`config.mk`:
```
export PLATFORM = sky130hd
export DESIGN_NAME = base64_stream_codec_top
export DESIGN_NICKNAME = d
export VERILOG_FILES = /design/src/b64sc_pkg.sv /design/src/b64sc_front.sv /design/src/b64sc_fifo.sv /design/src/b64sc_back.sv /design/src/base64_stream_codec_top.sv
export VERILOG_INCLUDE_DIRS = /design/src /design/src/src
export SDC_FILE = /design/constraint.sdc
export NUM_CORES = 1
export LEC_CHECK = 0
export BUFFER_PORTS_ARGS = -buffer_cell sky130_fd_sc_hd__clkbuf_2
export CORE_MARGIN = 1
export CORE_UTILIZATION = 55
export CTS_CLUSTER_SIZE = 30
export DETAILED_ROUTE_END_ITERATION = 16
export HOLD_SLACK_MARGIN = 0.02
export PLACE_DENSITY = 0.75
export SETUP_SLACK_MARGIN = 0.3
export SLEW_MARGIN = 20
export SYNTH_ARGS = -nofsm -noshare
export SYNTH_HDL_FRONTEND = slang
export SYNTH_SLANG_ARGS = --single-unit
export TNS_END_PERCENT = 1
```
`constraint.sdc`:
```
create_clock -name clk -period 5 [get_ports clk]
set_input_delay 0.75 -clock clk [delete_from_list [all_inputs] [get_ports clk]]
set_output_delay 0.75 -clock clk [all_outputs]
set_load 0.02 [all_outputs]
```
`src/base64_stream_codec_top_assert.svh`:
```
// ---------------------------------------------------------------------------
// base64_stream_codec_top_assert.svh
// Assertion macros for the Base64 stream codec.
// ---------------------------------------------------------------------------
`ifndef BASE64_STREAM_CODEC_TOP_ASSERT_SVH
`define BASE64_STREAM_CODEC_TOP_ASSERT_SVH

// Same-cycle implication, checked out of reset.
`define B64SC_ASSERT_IMPLIES(lbl, ante, cons, msg) \
    lbl: assert property (@(posedge clk) disable iff (!rst_n) (ante) |-> (cons)) \
        else $error(msg);

// Next-cycle implication, checked out of reset.
`define B64SC_ASSERT_NEXT(lbl, ante, cons, msg) \
    lbl: assert property (@(posedge clk) disable iff (!rst_n) (ante) |=> (cons)) \
        else $error(msg);

`endif

```
`src/b64sc_pkg.sv`:
```
// ---------------------------------------------------------------------------
// b64sc_pkg
// Shared types, constants and character helpers of the Base64 stream codec.
// ---------------------------------------------------------------------------
package b64sc_pkg;

    localparam int COUNT_WIDTH = 16;
    localparam logic [15:0] COUNT_LIMIT = (COUNT_WIDTH >= 16) ? 16'hFFFF
                                        : 16'((64'd1 << COUNT_WIDTH) - 64'd1);

    localparam int ADDR_W = 3;
    localparam logic REG_DIRECTION = 1'b0;   // word index of the direction register

    localparam logic DIR_ENCODE = 1'b0;
    localparam logic DIR_DECODE = 1'b1;

    localparam logic [7:0] PAD_CHAR     = 8'h3D;
    localparam logic [7:0] NEWLINE_CHAR = 8'h0A;

    typedef enum logic [1:0] {
        KIND_DATA = 2'd0,
        KIND_END  = 2'd1,
        KIND_ERR  = 2'd2
    } kind_t;

    typedef enum logic [1:0] {
        CLS_ALPHA   = 2'd0,
        CLS_STOP    = 2'd1,
        CLS_NEWLINE = 2'd2,
        CLS_BAD     = 2'd3
    } char_class_t;

    typedef struct packed {
        char_class_t cls;
        logic [5:0]  sextet;
    } char_info_t;

    // Up to four result beats caused by one input item
    typedef struct packed {
        logic [2:0]       n;
        logic [3:0][7:0]  value;
        kind_t [3:0]      kind;
        logic             msg_end;
        logic [15:0]      count;
    } job_t;

    typedef struct packed {
        logic full;
        logic empty;
    } fifo_status_t;

    function automatic logic [7:0] b64_char(input logic [5:0] s);
        logic [7:0] r;
        if (s < 6'd26) begin
            r = 8'd65 + {2'b00, s};
        end else if (s < 6'd52) begin
            r = 8'd71 + {2'b00, s};
        end else if (s < 6'd62) begin
            r = {2'b00, s} - 8'd4;
        end else if (s == 6'd62) begin
            r = 8'h2B;
        end else begin
            r = 8'h2F;
        end
        return r;
    endfunction

    function automatic char_info_t classify(input logic [7:0] c);
        char_info_t info;
        info.sextet = 6'd0;
        if (c >= 8'h41 && c <= 8'h5A) begin
            info.cls    = CLS_ALPHA;
            info.sextet = 6'(c - 8'd65);
        end else if (c >= 8'h61 && c <= 8'h7A) begin
            info.cls    = CLS_ALPHA;
            info.sextet = 6'(c - 8'd71);
        end else if (c >= 8'h30 && c <= 8'h39) begin
            info.cls    = CLS_ALPHA;
            info.sextet = 6'(c + 8'd4);
        end else if (c == 8'h2B) begin
            info.cls    = CLS_ALPHA;
            info.sextet = 6'd62;
        end else if (c == 8'h2F) begin
            info.cls    = CLS_ALPHA;
            info.sextet = 6'd63;
        end else if (c == PAD_CHAR || c == 8'h00 || c[7]) begin
            info.cls = CLS_STOP;
        end else if (c == NEWLINE_CHAR) begin
            info.cls = CLS_NEWLINE;
        end else begin
            info.cls = CLS_BAD;
        end
        return info;
    endfunction

endpackage

```
`src/b64sc_front.sv`:
```
// ---------------------------------------------------------------------------
// b64sc_front
// Accepts input items, runs encoder/decoder state and builds result jobs.
// ---------------------------------------------------------------------------
module b64sc_front
    import b64sc_pkg::*;
(
    input  logic         clk,
    input  logic         rst_n,
    input  logic         direction,
    input  logic         in_valid,
    input  logic [7:0]   in_byte,
    input  logic         in_last,
    input  fifo_status_t fifo_status,
    output logic         in_stall,
    output logic         push,
    output job_t         job
);

    logic [3:0]  enc_leftover_reg, enc_leftover_next;
    logic [1:0]  enc_phase_reg, enc_phase_next;
    logic [7:0]  dec_partial_reg, dec_partial_next;
    logic [3:0]  dec_free_reg, dec_free_next;
    logic        dec_stopped_reg, dec_stopped_next;
    logic        dec_failed_reg, dec_failed_next;
    logic [15:0] dec_total_reg, dec_total_next;

    logic        accept;
    char_info_t  info;
    logic [3:0]  fb;
    logic [3:0]  sh;
    logic [3:0]  nf;
    logic [2:0]  dn;

    assign in_stall = fifo_status.full;
    assign accept   = in_valid && !in_stall;
    assign push     = accept && (job.n != 3'd0);
    assign info     = classify(in_byte);

    always_comb
    begin
        job               = '0;
        enc_leftover_next = enc_leftover_reg;
        enc_phase_next    = enc_phase_reg;
        dec_partial_next  = dec_partial_reg;
        dec_free_next     = dec_free_reg;
        dec_stopped_next  = dec_stopped_reg;
        dec_failed_next   = dec_failed_reg;
        dec_total_next    = dec_total_reg;
        fb                = 4'd8;
        sh                = 4'd0;
        nf                = 4'd0;
        dn                = 3'd0;

        if (direction == DIR_ENCODE)
        begin
            case (enc_phase_reg)
                2'd0:
                begin
                    job.value[0]      = b64_char(in_byte[7:2]);
                    enc_leftover_next = {2'b00, in_byte[1:0]};
                    enc_phase_next    = 2'd1;
                    job.n             = 3'd1;
                end
                2'd1:
                begin
                    job.value[0]      = b64_char({enc_leftover_reg[1:0], in_byte[7:4]});
                    enc_leftover_next = in_byte[3:0];
                    enc_phase_next    = 2'd2;
                    job.n             = 3'd1;
                end
                default:
                begin
                    job.value[0]      = b64_char({enc_leftover_reg, in_byte[7:6]});
                    job.value[1]      = b64_char(in_byte[5:0]);
                    enc_leftover_next = 4'd0;
                    enc_phase_next    = 2'd0;
                    job.n             = 3'd2;
                end
            endcase
            if (in_last)
            begin
                // flush leftover bits and pad to a whole quartet
                if (enc_phase_next == 2'd1)
                begin
                    job.value[1] = b64_char({enc_leftover_next[1:0], 4'b0000});
                    job.value[2] = PAD_CHAR;
                    job.value[3] = PAD_CHAR;
                    job.n        = 3'd4;
                end
                else if (enc_phase_next == 2'd2)
                begin
                    job.value[1] = b64_char({enc_leftover_next, 2'b00});
                    job.value[2] = PAD_CHAR;
                    job.n        = 3'd3;
                end
                job.msg_end       = 1'b1;
                enc_leftover_next = 4'd0;
                enc_phase_next    = 2'd0;
            end
        end
        else
        begin
            if (!dec_stopped_reg && !dec_failed_reg)
            begin
                unique case (info.cls)
                    CLS_STOP:
                    begin
                        dec_stopped_next = 1'b1;
                    end
                    CLS_BAD:
                    begin
                        dec_failed_next = 1'b1;
                        job.value[0]    = in_byte;
                        job.kind[0]     = KIND_ERR;
                        dn              = 3'd1;
                    end
                    CLS_ALPHA:
                    begin
                        if (dec_free_reg > 4'd6 && dec_free_reg <= 4'd8)
                        begin
                            dec_partial_next = dec_partial_reg
                                | 8'({2'b00, info.sextet} << (dec_free_reg - 4'd6));
                            dec_free_next    = dec_free_reg - 4'd6;
                        end
                        else
                        begin
                            fb = (dec_free_reg > 4'd8) ? 4'd8 : dec_free_reg;
                            sh = 4'd6 - fb;
                            nf = fb + 4'd2;
                            job.value[0] = dec_partial_reg
                                | 8'({2'b00, info.sextet} >> sh);
                            dn = 3'd1;
                            if (dec_total_reg < COUNT_LIMIT)
                            begin
                                dec_total_next = dec_total_reg + 16'd1;
                            end
                            dec_partial_next = 8'({2'b00, info.sextet} << nf);
                            dec_free_next    = nf;
                        end
                    end
                    default:
                    begin
                        // newline: drop
                    end
                endcase
            end
            if (in_last)
            begin
                job.value[dn[1:0]] = 8'h00;
                job.kind[dn[1:0]]  = KIND_END;
                job.count          = dec_total_next;
                job.msg_end        = 1'b1;
                dn                 = dn + 3'd1;
                dec_partial_next   = 8'h00;
                dec_free_next      = 4'd8;
                dec_stopped_next   = 1'b0;
                dec_failed_next    = 1'b0;
                dec_total_next     = 16'd0;
            end
            job.n = dn;
        end
    end

    always_ff @(posedge clk or negedge rst_n)
    begin
        if (!rst_n)
        begin
            enc_leftover_reg <= 4'd0;
            enc_phase_reg    <= 2'd0;
            dec_partial_reg  <= 8'h00;
            dec_free_reg     <= 4'd8;
            dec_stopped_reg  <= 1'b0;
            dec_failed_reg   <= 1'b0;
            dec_total_reg    <= 16'd0;
        end
        else if (accept)
        begin
            if (direction == DIR_ENCODE)
            begin
                enc_leftover_reg <= enc_leftover_next;
                enc_phase_reg    <= enc_phase_next;
            end
            else
            begin
                dec_partial_reg <= dec_partial_next;
                dec_free_reg    <= dec_free_next;
                dec_stopped_reg <= dec_stopped_next;
                dec_failed_reg  <= dec_failed_next;
                dec_total_reg   <= dec_total_next;
            end
        end
    end

endmodule

```
`src/b64sc_fifo.sv`:
```
// ---------------------------------------------------------------------------
// b64sc_fifo
// Two-entry job queue between the front and the back.
// ---------------------------------------------------------------------------
module b64sc_fifo
    import b64sc_pkg::*;
(
    input  logic         clk,
    input  logic         rst_n,
    input  logic         push,
    input  job_t         push_job,
    input  logic         pop,
    output job_t         head,
    output fifo_status_t status
);

    job_t       mem_reg [2];
    logic       wr_ptr_reg, wr_ptr_next;
    logic       rd_ptr_reg, rd_ptr_next;
    logic [1:0] cnt_reg, cnt_next;

    assign head         = mem_reg[rd_ptr_reg];
    assign status.full  = (cnt_reg == 2'd2);
    assign status.empty = (cnt_reg == 2'd0);

    always_comb
    begin
        wr_ptr_next = push ? ~wr_ptr_reg : wr_ptr_reg;
        rd_ptr_next = pop ? ~rd_ptr_reg : rd_ptr_reg;
        cnt_next    = cnt_reg + {1'b0, push} - {1'b0, pop};
    end

    always_ff @(posedge clk)
    begin
        if (push)
        begin
            mem_reg[wr_ptr_reg] <= push_job;
        end
    end

    always_ff @(posedge clk or negedge rst_n)
    begin
        if (!rst_n)
        begin
            wr_ptr_reg <= 1'b0;
            rd_ptr_reg <= 1'b0;
            cnt_reg    <= 2'd0;
        end
        else
        begin
            wr_ptr_reg <= wr_ptr_next;
            rd_ptr_reg <= rd_ptr_next;
            cnt_reg    <= cnt_next;
        end
    end

endmodule

```
`src/b64sc_back.sv`:
```
// ---------------------------------------------------------------------------
// b64sc_back
// Serialises queued jobs into result beats through an output register.
// ---------------------------------------------------------------------------
module b64sc_back
    import b64sc_pkg::*;
(
    input  logic         clk,
    input  logic         rst_n,
    input  job_t         head,
    input  fifo_status_t fifo_status,
    output logic         pop,
    input  logic         out_stall,
    output logic         out_valid,
    output logic [7:0]   out_value,
    output logic [1:0]   out_kind,
    output logic         out_end,
    output logic [15:0]  out_count,
    output logic         out_run_last
);

    job_t        cur_reg, cur_next;
    logic        busy_reg, busy_next;
    logic [1:0]  idx_reg, idx_next;
    logic        out_valid_reg, out_valid_next;
    logic [7:0]  value_reg;
    kind_t       kind_reg;
    logic        end_reg;
    logic [15:0] count_reg;
    logic        run_last_reg;

    job_t        src;
    logic [1:0]  src_idx;
    logic        src_ok;
    logic        advance;
    logic        done;

    assign src     = busy_reg ? cur_reg : head;
    assign src_idx = busy_reg ? idx_reg : 2'd0;
    assign src_ok  = busy_reg || !fifo_status.empty;
    assign advance = src_ok && (!out_valid_reg || !out_stall);
    assign done    = ({1'b0, src_idx} == (src.n - 3'd1));
    assign pop     = advance && !busy_reg;

    always_comb
    begin
        cur_next       = cur_reg;
        busy_next      = busy_reg;
        idx_next       = idx_reg;
        out_valid_next = out_valid_reg;
        if (advance)
        begin
            out_valid_next = 1'b1;
            if (done)
            begin
                busy_next = 1'b0;
            end
            else
            begin
                busy_next = 1'b1;
                cur_next  = src;
                idx_next  = src_idx + 2'd1;
            end
        end
        else if (!out_stall)
        begin
            out_valid_next = 1'b0;
        end
    end

    always_ff @(posedge clk)
    begin
        cur_reg <= cur_next;
        if (advance)
        begin
            value_reg    <= src.value[src_idx];
            kind_reg     <= src.kind[src_idx];
            end_reg      <= src.msg_end && done;
            count_reg    <= (src.kind[src_idx] == KIND_END) ? src.count : 16'd0;
            run_last_reg <= done;
        end
    end

    always_ff @(posedge clk or negedge rst_n)
    begin
        if (!rst_n)
        begin
            busy_reg      <= 1'b0;
            idx_reg       <= 2'd0;
            out_valid_reg <= 1'b0;
        end
        else
        begin
            busy_reg      <= busy_next;
            idx_reg       <= idx_next;
            out_valid_reg <= out_valid_next;
        end
    end

    assign out_valid    = out_valid_reg;
    assign out_value    = value_reg;
    assign out_kind     = kind_reg;
    assign out_end      = end_reg;
    assign out_count    = count_reg;
    assign out_run_last = run_last_reg;

endmodule

```
`src/base64_stream_codec_top.sv`:
```
// ---------------------------------------------------------------------------
// base64_stream_codec_top
// Streaming Base64 encoder/decoder with a register-selected direction.
// ---------------------------------------------------------------------------
// Usage:
//   Input channel (in_valid/in_stall) carries one byte or character per beat
//   with in_last on the final beat of a message. Output channel
//   (out_valid/out_stall) carries one result per beat; out_run_last marks the
//   last result caused by an input beat, out_end the last of a message.
//   The direction register (APB, byte address 0, bit 0) selects encode (0)
//   or decode (1); write it only while the codec is idle. pready is tied high.
//   An accepted item's job passes through the job queue, then its results
//   leave one by one through the output register. The front takes one item
//   per cycle while the two-entry job queue has room; the back drains one
//   result per cycle while the receiver does not stall, so encoding sustains
//   about 1.33 results per byte; a padded encode item has up to four results.
//   Items causing no result (newlines, ignored characters) never enter
//   the queue. When the receiver stalls, the output register holds its beat,
//   the queue fills and in_stall rises after two queued jobs.
//   Reset clears encoder and decoder state, the queue and the output valid;
//   direction returns to encode.
// ---------------------------------------------------------------------------
module base64_stream_codec_top
    import b64sc_pkg::*;
(
    input  logic              clk,
    input  logic              rst_n,
    // configuration
    input  logic              psel,
    input  logic              penable,
    input  logic              pwrite,
    input  logic [ADDR_W-1:0] paddr,
    input  logic [31:0]       pwdata,
    output logic [31:0]       prdata,
    output logic              pready,
    // input channel
    input  logic              in_valid,
    output logic              in_stall,
    input  logic [7:0]        in_byte,
    input  logic              in_last,
    // output channel
    output logic              out_valid,
    input  logic              out_stall,
    output logic [7:0]        out_value,
    output logic [1:0]        out_kind,
    output logic              out_end,
    output logic [15:0]       out_count,
    output logic              out_run_last
);

    logic         direction_reg, direction_next;
    logic         push;
    logic         pop;
    job_t         job;
    job_t         head;
    fifo_status_t fifo_status;

    // Register file: only the direction bit lives here
    assign pready = 1'b1;

    always_comb
    begin
        direction_next = direction_reg;
        if (psel && penable && pwrite && pready && (paddr[2] == REG_DIRECTION))
        begin
            direction_next = pwdata[0];
        end
    end

    always_ff @(posedge clk or negedge rst_n)
    begin
        if (!rst_n)
        begin
            direction_reg <= DIR_ENCODE;
        end
        else
        begin
            direction_reg <= direction_next;
        end
    end

    assign prdata = (paddr[2] == REG_DIRECTION) ? {31'd0, direction_reg} : 32'd0;

    // Front: classify each beat and build its job of result beats
    b64sc_front u_front (
        .clk         (clk),
        .rst_n       (rst_n),
        .direction   (direction_reg),
        .in_valid    (in_valid),
        .in_byte     (in_byte),
        .in_last     (in_last),
        .fifo_status (fifo_status),
        .in_stall    (in_stall),
        .push        (push),
        .job         (job)
    );

    // Queue: decouple the front from a stalled output
    b64sc_fifo u_fifo (
        .clk      (clk),
        .rst_n    (rst_n),
        .push     (push),
        .push_job (job),
        .pop      (pop),
        .head     (head),
        .status   (fifo_status)
    );

    // Back: drain one result beat per cycle, while the receiver does not stall, into the output register
    b64sc_back u_back (
        .clk          (clk),
        .rst_n        (rst_n),
        .head         (head),
        .fifo_status  (fifo_status),
        .pop          (pop),
        .out_stall    (out_stall),
        .out_valid    (out_valid),
        .out_value    (out_value),
        .out_kind     (out_kind),
        .out_end      (out_end),
        .out_count    (out_count),
        .out_run_last (out_run_last)
    );

    `include "base64_stream_codec_top_assert.svh"

    `B64SC_ASSERT_IMPLIES(a_end_closes_run, out_valid && out_end, out_run_last, "message end not last of its run")
    `B64SC_ASSERT_IMPLIES(a_marker_shape, out_valid && (out_kind == KIND_END), (out_value == 8'h00) && out_end, "malformed end marker")
    `B64SC_ASSERT_IMPLIES(a_count_only_on_marker, out_valid && (out_kind != KIND_END), out_count == 16'd0, "count outside end marker")
    `B64SC_ASSERT_NEXT(a_no_push_when_full, fifo_status.full && !pop, !push || !fifo_status.full, "job queue overrun")

endmodule

```
==> flow_summary.html <==
<table>
<tr><th>Metric</th><th>Value</th></tr>
<tr><th colspan="2">Placement</th></tr>
<tr><td>Detailed placement HPWL</td><td>22000 um</td></tr>
<tr><td># port buffers</td><td>48</td></tr>
<tr><td>Final weighted congestion in routability-driven placement</td><td>0.932</td></tr>
<tr><td>Number of placed cells counting well taps</td><td>1636</td></tr>
<tr><td>Post-placement worst setup slack</td><td>around 120 ps</td></tr>
<tr><th colspan="2">Critical path</th></tr>
<tr><td>Maximum fanout along the worst path</td><td>12</td></tr>
<tr><td>Cell mode on critical path</td><td>sky130_fd_sc_hd__ha_1</td></tr>
<tr><td>Crit path largest cell delay</td><td>410 ps</td></tr>
<tr><td>Gate family responsible for the most delay along the worst path</td><td>adder cells</td></tr>
<tr><td>Critical path required time</td><td>5430 ps</td></tr>
<tr><td>Cell with the largest stage delay on the worst path</td><td>sky130_fd_sc_hd__ha_1</td></tr>
<tr><td>Element type at the critical path start</td><td>input port</td></tr>
<tr><td>Critical setup path kind</td><td>input port to flip-flop</td></tr>
<tr><td>Critical Path Sink Type</td><td>flip-flop</td></tr>
<tr><td>Data arrival time of the worst path</td><td>4770 ps</td></tr>
<tr><td>WP buf/inv</td><td>3</td></tr>
<tr><td>Cells traversed along the worst timing path</td><td>clkbuf_2 &gt; clkinv_2 &gt; ha_1 &gt; o2111a_1 &gt; a21oi_1 &gt; and3_1 &gt; o21ai_0 &gt; ha_1 &gt; nor3_2 &gt; o21ai_1 &gt; ha_1 &gt; a21o_4 &gt; ha_1 &gt; inv_1 &gt; ha_1 &gt; xnor2_1 &gt; xnor2_1</td></tr>
<tr><th colspan="2">Yosys</th></tr>
<tr><td>Area share of the largest cell type after synthesis</td><td>0.388</td></tr>
<tr><td>Share of the synthesized area in compound gates (AO/OA/AOI/OAI)</td><td>0.185</td></tr>
<tr><td>Primary flip-flop cell chosen by synthesis mapping</td><td>sky130_fd_sc_hd__edfxtp_1</td></tr>
<tr><td>Most area-consuming cells after synthesis</td><td>sky130_fd_sc_hd__edfxtp_1 (39%), sky130_fd_sc_hd__dfrtp_1 (8.5%), sky130_fd_sc_hd__mux2i_1 (4.9%)</td></tr>
<tr><td>Sequential-to-total area share from yosys stat</td><td>0.475</td></tr>
<tr><td>Unique masters post-synth</td><td>82</td></tr>
<tr><td>Synthesized instance count</td><td>about 1300</td></tr>
<tr><td>Fraction of registers with async set/reset</td><td>0.211</td></tr>
<tr><td>Simple-Gate Fraction of Synth Area</td><td>0.161</td></tr>
<tr><td>Parity-gate share of the synthesized area counting xor and xnor cells</td><td>0.0229</td></tr>
<tr><td>Netlist Area Pre-Place</td><td>0.0130 sq mm</td></tr>
<tr><td>Combinational family with the most area after synthesis</td><td>compound AO/OA/AOI/OAI gates</td></tr>
<tr><td>Synth area leader</td><td>sky130_fd_sc_hd__edfxtp_1</td></tr>
<tr><td>Synthesized area per cell</td><td>9.81 sq um</td></tr>
<tr><td>Yosys warning count</td><td>0</td></tr>
<tr><td>Mux cell area share after synthesis</td><td>0.0615</td></tr>
<tr><td>Number of flip-flops and latches in the synthesized netlist</td><td>213</td></tr>
<tr><td>Post-synthesis adder-cell area fraction</td><td>0.0366</td></tr>
<tr><td>Number of enable flip-flop cells after synthesis</td><td>168</td></tr>
<tr><th colspan="2">Timing</th></tr>
<tr><td>Max-slew violation count</td><td>0</td></tr>
<tr><td>Setup tns final</td><td>0 ps</td></tr>
<tr><td>Peak clock frequency supported by timing</td><td>230 MHz</td></tr>
<tr><td>Final Hold Vio Count</td><td>0</td></tr>
<tr><td>Setup slack of the critical path after layout</td><td>661 ps</td></tr>
<tr><td>Slew HR</td><td>0.276</td></tr>
<tr><td>Unrepaired setup endpoints after global routing</td><td>no</td></tr>
<tr><td>Post-route fraction of the period consumed by the critical path</td><td>0.868</td></tr>
<tr><td>Worst setup skew after layout</td><td>between 30 and 40 ps</td></tr>
<tr><td>Final-layout worst hold slack</td><td>350 ps</td></tr>
<tr><td>Final min period</td><td>around 4300 ps</td></tr>
<tr><td>Worst Tran Pin Value</td><td>1090 ps</td></tr>
<tr><td>Final setup viols</td><td>0</td></tr>
<tr><th colspan="2">Final layout</th></tr>
<tr><td>Area used by sequential logic in the layout</td><td>0.00617 sq mm</td></tr>
<tr><td>Commonest non-fill, non-tap cells in the layout</td><td>sky130_fd_sc_hd__edfxtp_1 (168), sky130_fd_sc_hd__nand2_1 (151), sky130_fd_sc_hd__o21ai_0 (94)</td></tr>
<tr><td>Diodes inserted</td><td>0</td></tr>
<tr><td>Number of nets in the layout</td><td>~1400</td></tr>
<tr><td>Final std cells w/o fill</td><td>1677</td></tr>
<tr><td>Leading cell type in the layout, fill and taps excluded</td><td>sky130_fd_sc_hd__edfxtp_1</td></tr>
<tr><td>Ratio of cells with drive above 1 in the final layout</td><td>0.119</td></tr>
<tr><td>P&amp;R area growth vs syn</td><td>9.53%</td></tr>
<tr><td>Fill cells</td><td>1910</td></tr>
<tr><td>Area used by multi-input combinational logic</td><td>0.00622 sq mm</td></tr>
<tr><td>Max reg flops</td><td>80</td></tr>
<tr><th colspan="2">GRT</th></tr>
<tr><td>Global routing usage summed across all routing layers</td><td>0.262</td></tr>
<tr><td>Pin count of the biggest net entering global routing</td><td>58</td></tr>
<tr><td>Vias in the first global route</td><td>around 9700</td></tr>
<tr><td>Global route overflow</td><td>0</td></tr>
<tr><td>First-pass GRT wire length</td><td>50700 um</td></tr>
<tr><td>Initial antenna violation count</td><td>0</td></tr>
<tr><th colspan="2">Clocking</th></tr>
<tr><td>Later-pin clock latency in the skew report</td><td>520 ps</td></tr>
<tr><td>Clock root buffer</td><td>sky130_fd_sc_hd__clkbuf_16</td></tr>
<tr><td>Number of instances resized during post-cts repair</td><td>0</td></tr>
<tr><td>TritonCTS clock tree</td><td>built</td></tr>
<tr><td>Max H-tree Level</td><td>1</td></tr>
<tr><td>Maximum clock insertion buffer count</td><td>3</td></tr>
<tr><td>Post-CTS Setup Repair Bufs</td><td>0</td></tr>
<tr><td>Inserted Clock Buffers</td><td>22</td></tr>
<tr><td>Post-CTS clock slew at the launch and capture registers of the worst setup and hold paths</td><td>60 ps</td></tr>
<tr><td>Cts-stage hold buffer count</td><td>0</td></tr>
<tr><td>TritonCTS sink count</td><td>213</td></tr>
<tr><th colspan="2">Route</th></tr>
<tr><td>Detailed-route wire length</td><td>31400 um</td></tr>
<tr><td>Post-DRT Antenna Nets</td><td>0</td></tr>
<tr><td>Vias post-DR</td><td>~10000</td></tr>
<tr><td>Avg Vias per Cell</td><td>6.17</td></tr>
<tr><td>Initial DRC count</td><td>roughly 950</td></tr>
<tr><td>Wire length per cell</td><td>18.7 um</td></tr>
<tr><td>Number of remaining DRC errors</td><td>0</td></tr>
<tr><td>Detailed Routing Iterations Pass 1</td><td>5</td></tr>
<tr><th colspan="2">Power</th></tr>
<tr><td>Relative contribution of sequential cells to total power</td><td>0.411</td></tr>
<tr><td>Max IR drop VDD</td><td>about 0.32 mV</td></tr>
<tr><td>Switching part of the total power</td><td>0.387</td></tr>
<tr><td>Standby leakage power</td><td>5.71 nW</td></tr>
<tr><td>Power share of the clock group</td><td>0.189</td></tr>
<tr><td>Total internal power</td><td>4.97 mW</td></tr>
<tr><td>Sw power</td><td>3.13 mW</td></tr>
<tr><td>Pwr Density</td><td>about 570 mW/mm^2</td></tr>
<tr><td>Combinational share of power</td><td>0.400</td></tr>
<tr><th colspan="2">Die</th></tr>
<tr><td>I/O pins</td><td>114</td></tr>
<tr><td>Die ar.</td><td>0.0242 sq mm</td></tr>
<tr><td>Area of the core</td><td>0.0229 sq mm</td></tr>
<tr><td>Die height</td><td>156 um</td></tr>
<tr><td>Die outline width</td><td>around 160 um</td></tr>
<tr><td>Initial cell density of the core</td><td>0.567</td></tr>
<tr><td>Placement Rows</td><td>55</td></tr>
<tr><th colspan="2">Min path</th></tr>
<tr><td>Worst min-delay path category</td><td>input port to asynchronous set/reset pin</td></tr>
<tr><th colspan="2">Flow run</th></tr>
<tr><td># Max-Cap Violations</td><td>0</td></tr>
<tr><th colspan="2">Status</th></tr>
<tr><td>Outcome</td><td>finished, final reports clean</td></tr>
</table>
power groups by stage:
| stage | Combinational (mW) | Clock [mW] | Sequential, mW |
|---|---|---|---|
| 3_5_place_dp | 3.18 | 0 | 3.35 |
| 3_3_place_gp | 3.12 | 0 | 3.32 |
| 5_1_grt | 3.57 | 1.62 | 3.41 |
| 6_report | 3.24 | 1.53 | 3.33 |
| 2_1_floorplan | 2.32 | 0 | 3.29 |
| 4_1_cts | 3.21 | 1.56 | 3.33 |
area by class of cell:
class,instances,share of cell area
Clock inverter,9,0.00572
Timing Repair Buffer,88,0.0415
Clock buffer,31,0.0418
Tap cell,313,0.0275
Multi-Input combinational cell,978,0.437
Sequential cell,213,0.434
Inverter,45,0.0126
cell usage after synthesis (9+ instances only):
cell type,count
sky130_fd_sc_hd__a211oi_1,16
sky130_fd_sc_hd__xnor2_1,21
sky130_fd_sc_hd__inv_1,39
sky130_fd_sc_hd__nor3_1,25
sky130_fd_sc_hd__nand4_1,16
sky130_fd_sc_hd__or3_1,10
sky130_fd_sc_hd__mux2_2,13
sky130_fd_sc_hd__nor2_1,88
sky130_fd_sc_hd__a31oi_1,12
sky130_fd_sc_hd__and2_1,23
sky130_fd_sc_hd__nand2_1,151
sky130_fd_sc_hd__xor2_1,13
sky130_fd_sc_hd__clkbuf_1,71
sky130_fd_sc_hd__edfxtp_1,168
sky130_fd_sc_hd__nor2b_1,15
sky130_fd_sc_hd__buf_1,9
sky130_fd_sc_hd__o21ai_0,95
sky130_fd_sc_hd__a22o_1,10
sky130_fd_sc_hd__ha_1,38
sky130_fd_sc_hd__mux2i_1,63
sky130_fd_sc_hd__dfrtp_1,44
sky130_fd_sc_hd__and3_1,22
sky130_fd_sc_hd__a21oi_1,75
sky130_fd_sc_hd__nand2b_1,13
sky130_fd_sc_hd__o22ai_1,15
sky130_fd_sc_hd__a21o_1,25
sky130_fd_sc_hd__o211ai_1,15
sky130_fd_sc_hd__buf_4,33
sky130_fd_sc_hd__nand3_1,47
routing by layer:
metal	track usage	share of wire	wire length, um
met5	0	0	0
met4	0.0896	0.026	826
met3	0.0272	0.064	2020
met2	0.417	0.46	14400
met1	0.375	0.45	14200
worst paths after layout:
path	cells after the start	end	start	slack, ps
min reg2reg	1	u_fifo.cnt_reg[1]$_DFF_PN0_	u_fifo.cnt_reg[1]$_DFF_PN0_	500
max in group asynchronous	2	u_fifo.rd_ptr_reg$_DFFE_PN0P_	rst_n	4170
max	17	u_fifo.cnt_reg[1]$_DFF_PN0_	in_byte[4]	660
min	2	u_back.out_valid$_DFFE_PN0P_	rst_n	350
max reg2reg	10	u_fifo.mem_reg[0][26]$_DFFE_PP_	u_front.enc_leftover_reg[0]$_DFFE_PN0P_	1500
min in group clk	3	direction_reg$_DFFE_PN0P_	pwdata[0]	440
stage by stage:
stage | total power, mW | instance area [sq um] | utilization
6_report | 8.10 | 14200 | 0.621
3_3_place_gp | 6.45 | 13500 | 0.591
4_1_cts | 8.10 | 14200 | 0.620
3_5_place_dp | 6.54 | 13500 | 0.591
2_1_floorplan | 5.62 | 13200 | -
5_1_grt | 8.60 | 14200 | 0.621
logic make-up (layout without fill, tap and decap cells):
| family | after synthesis | count (layout) |
|---|---|---|
| xor+xnor | 34 | 34 |
| mux | 77 | 77 |
| buf+inv | 163 | 173 |
| simple gates | 435 | 435 |
| other cells | 2 | 32 |
| compound gates | 362 | 362 |
| flops | 213 | 213 |
| fa+ha+maj | 38 | 38 |
No activity file was read; power rests on OpenSTA's default activity.
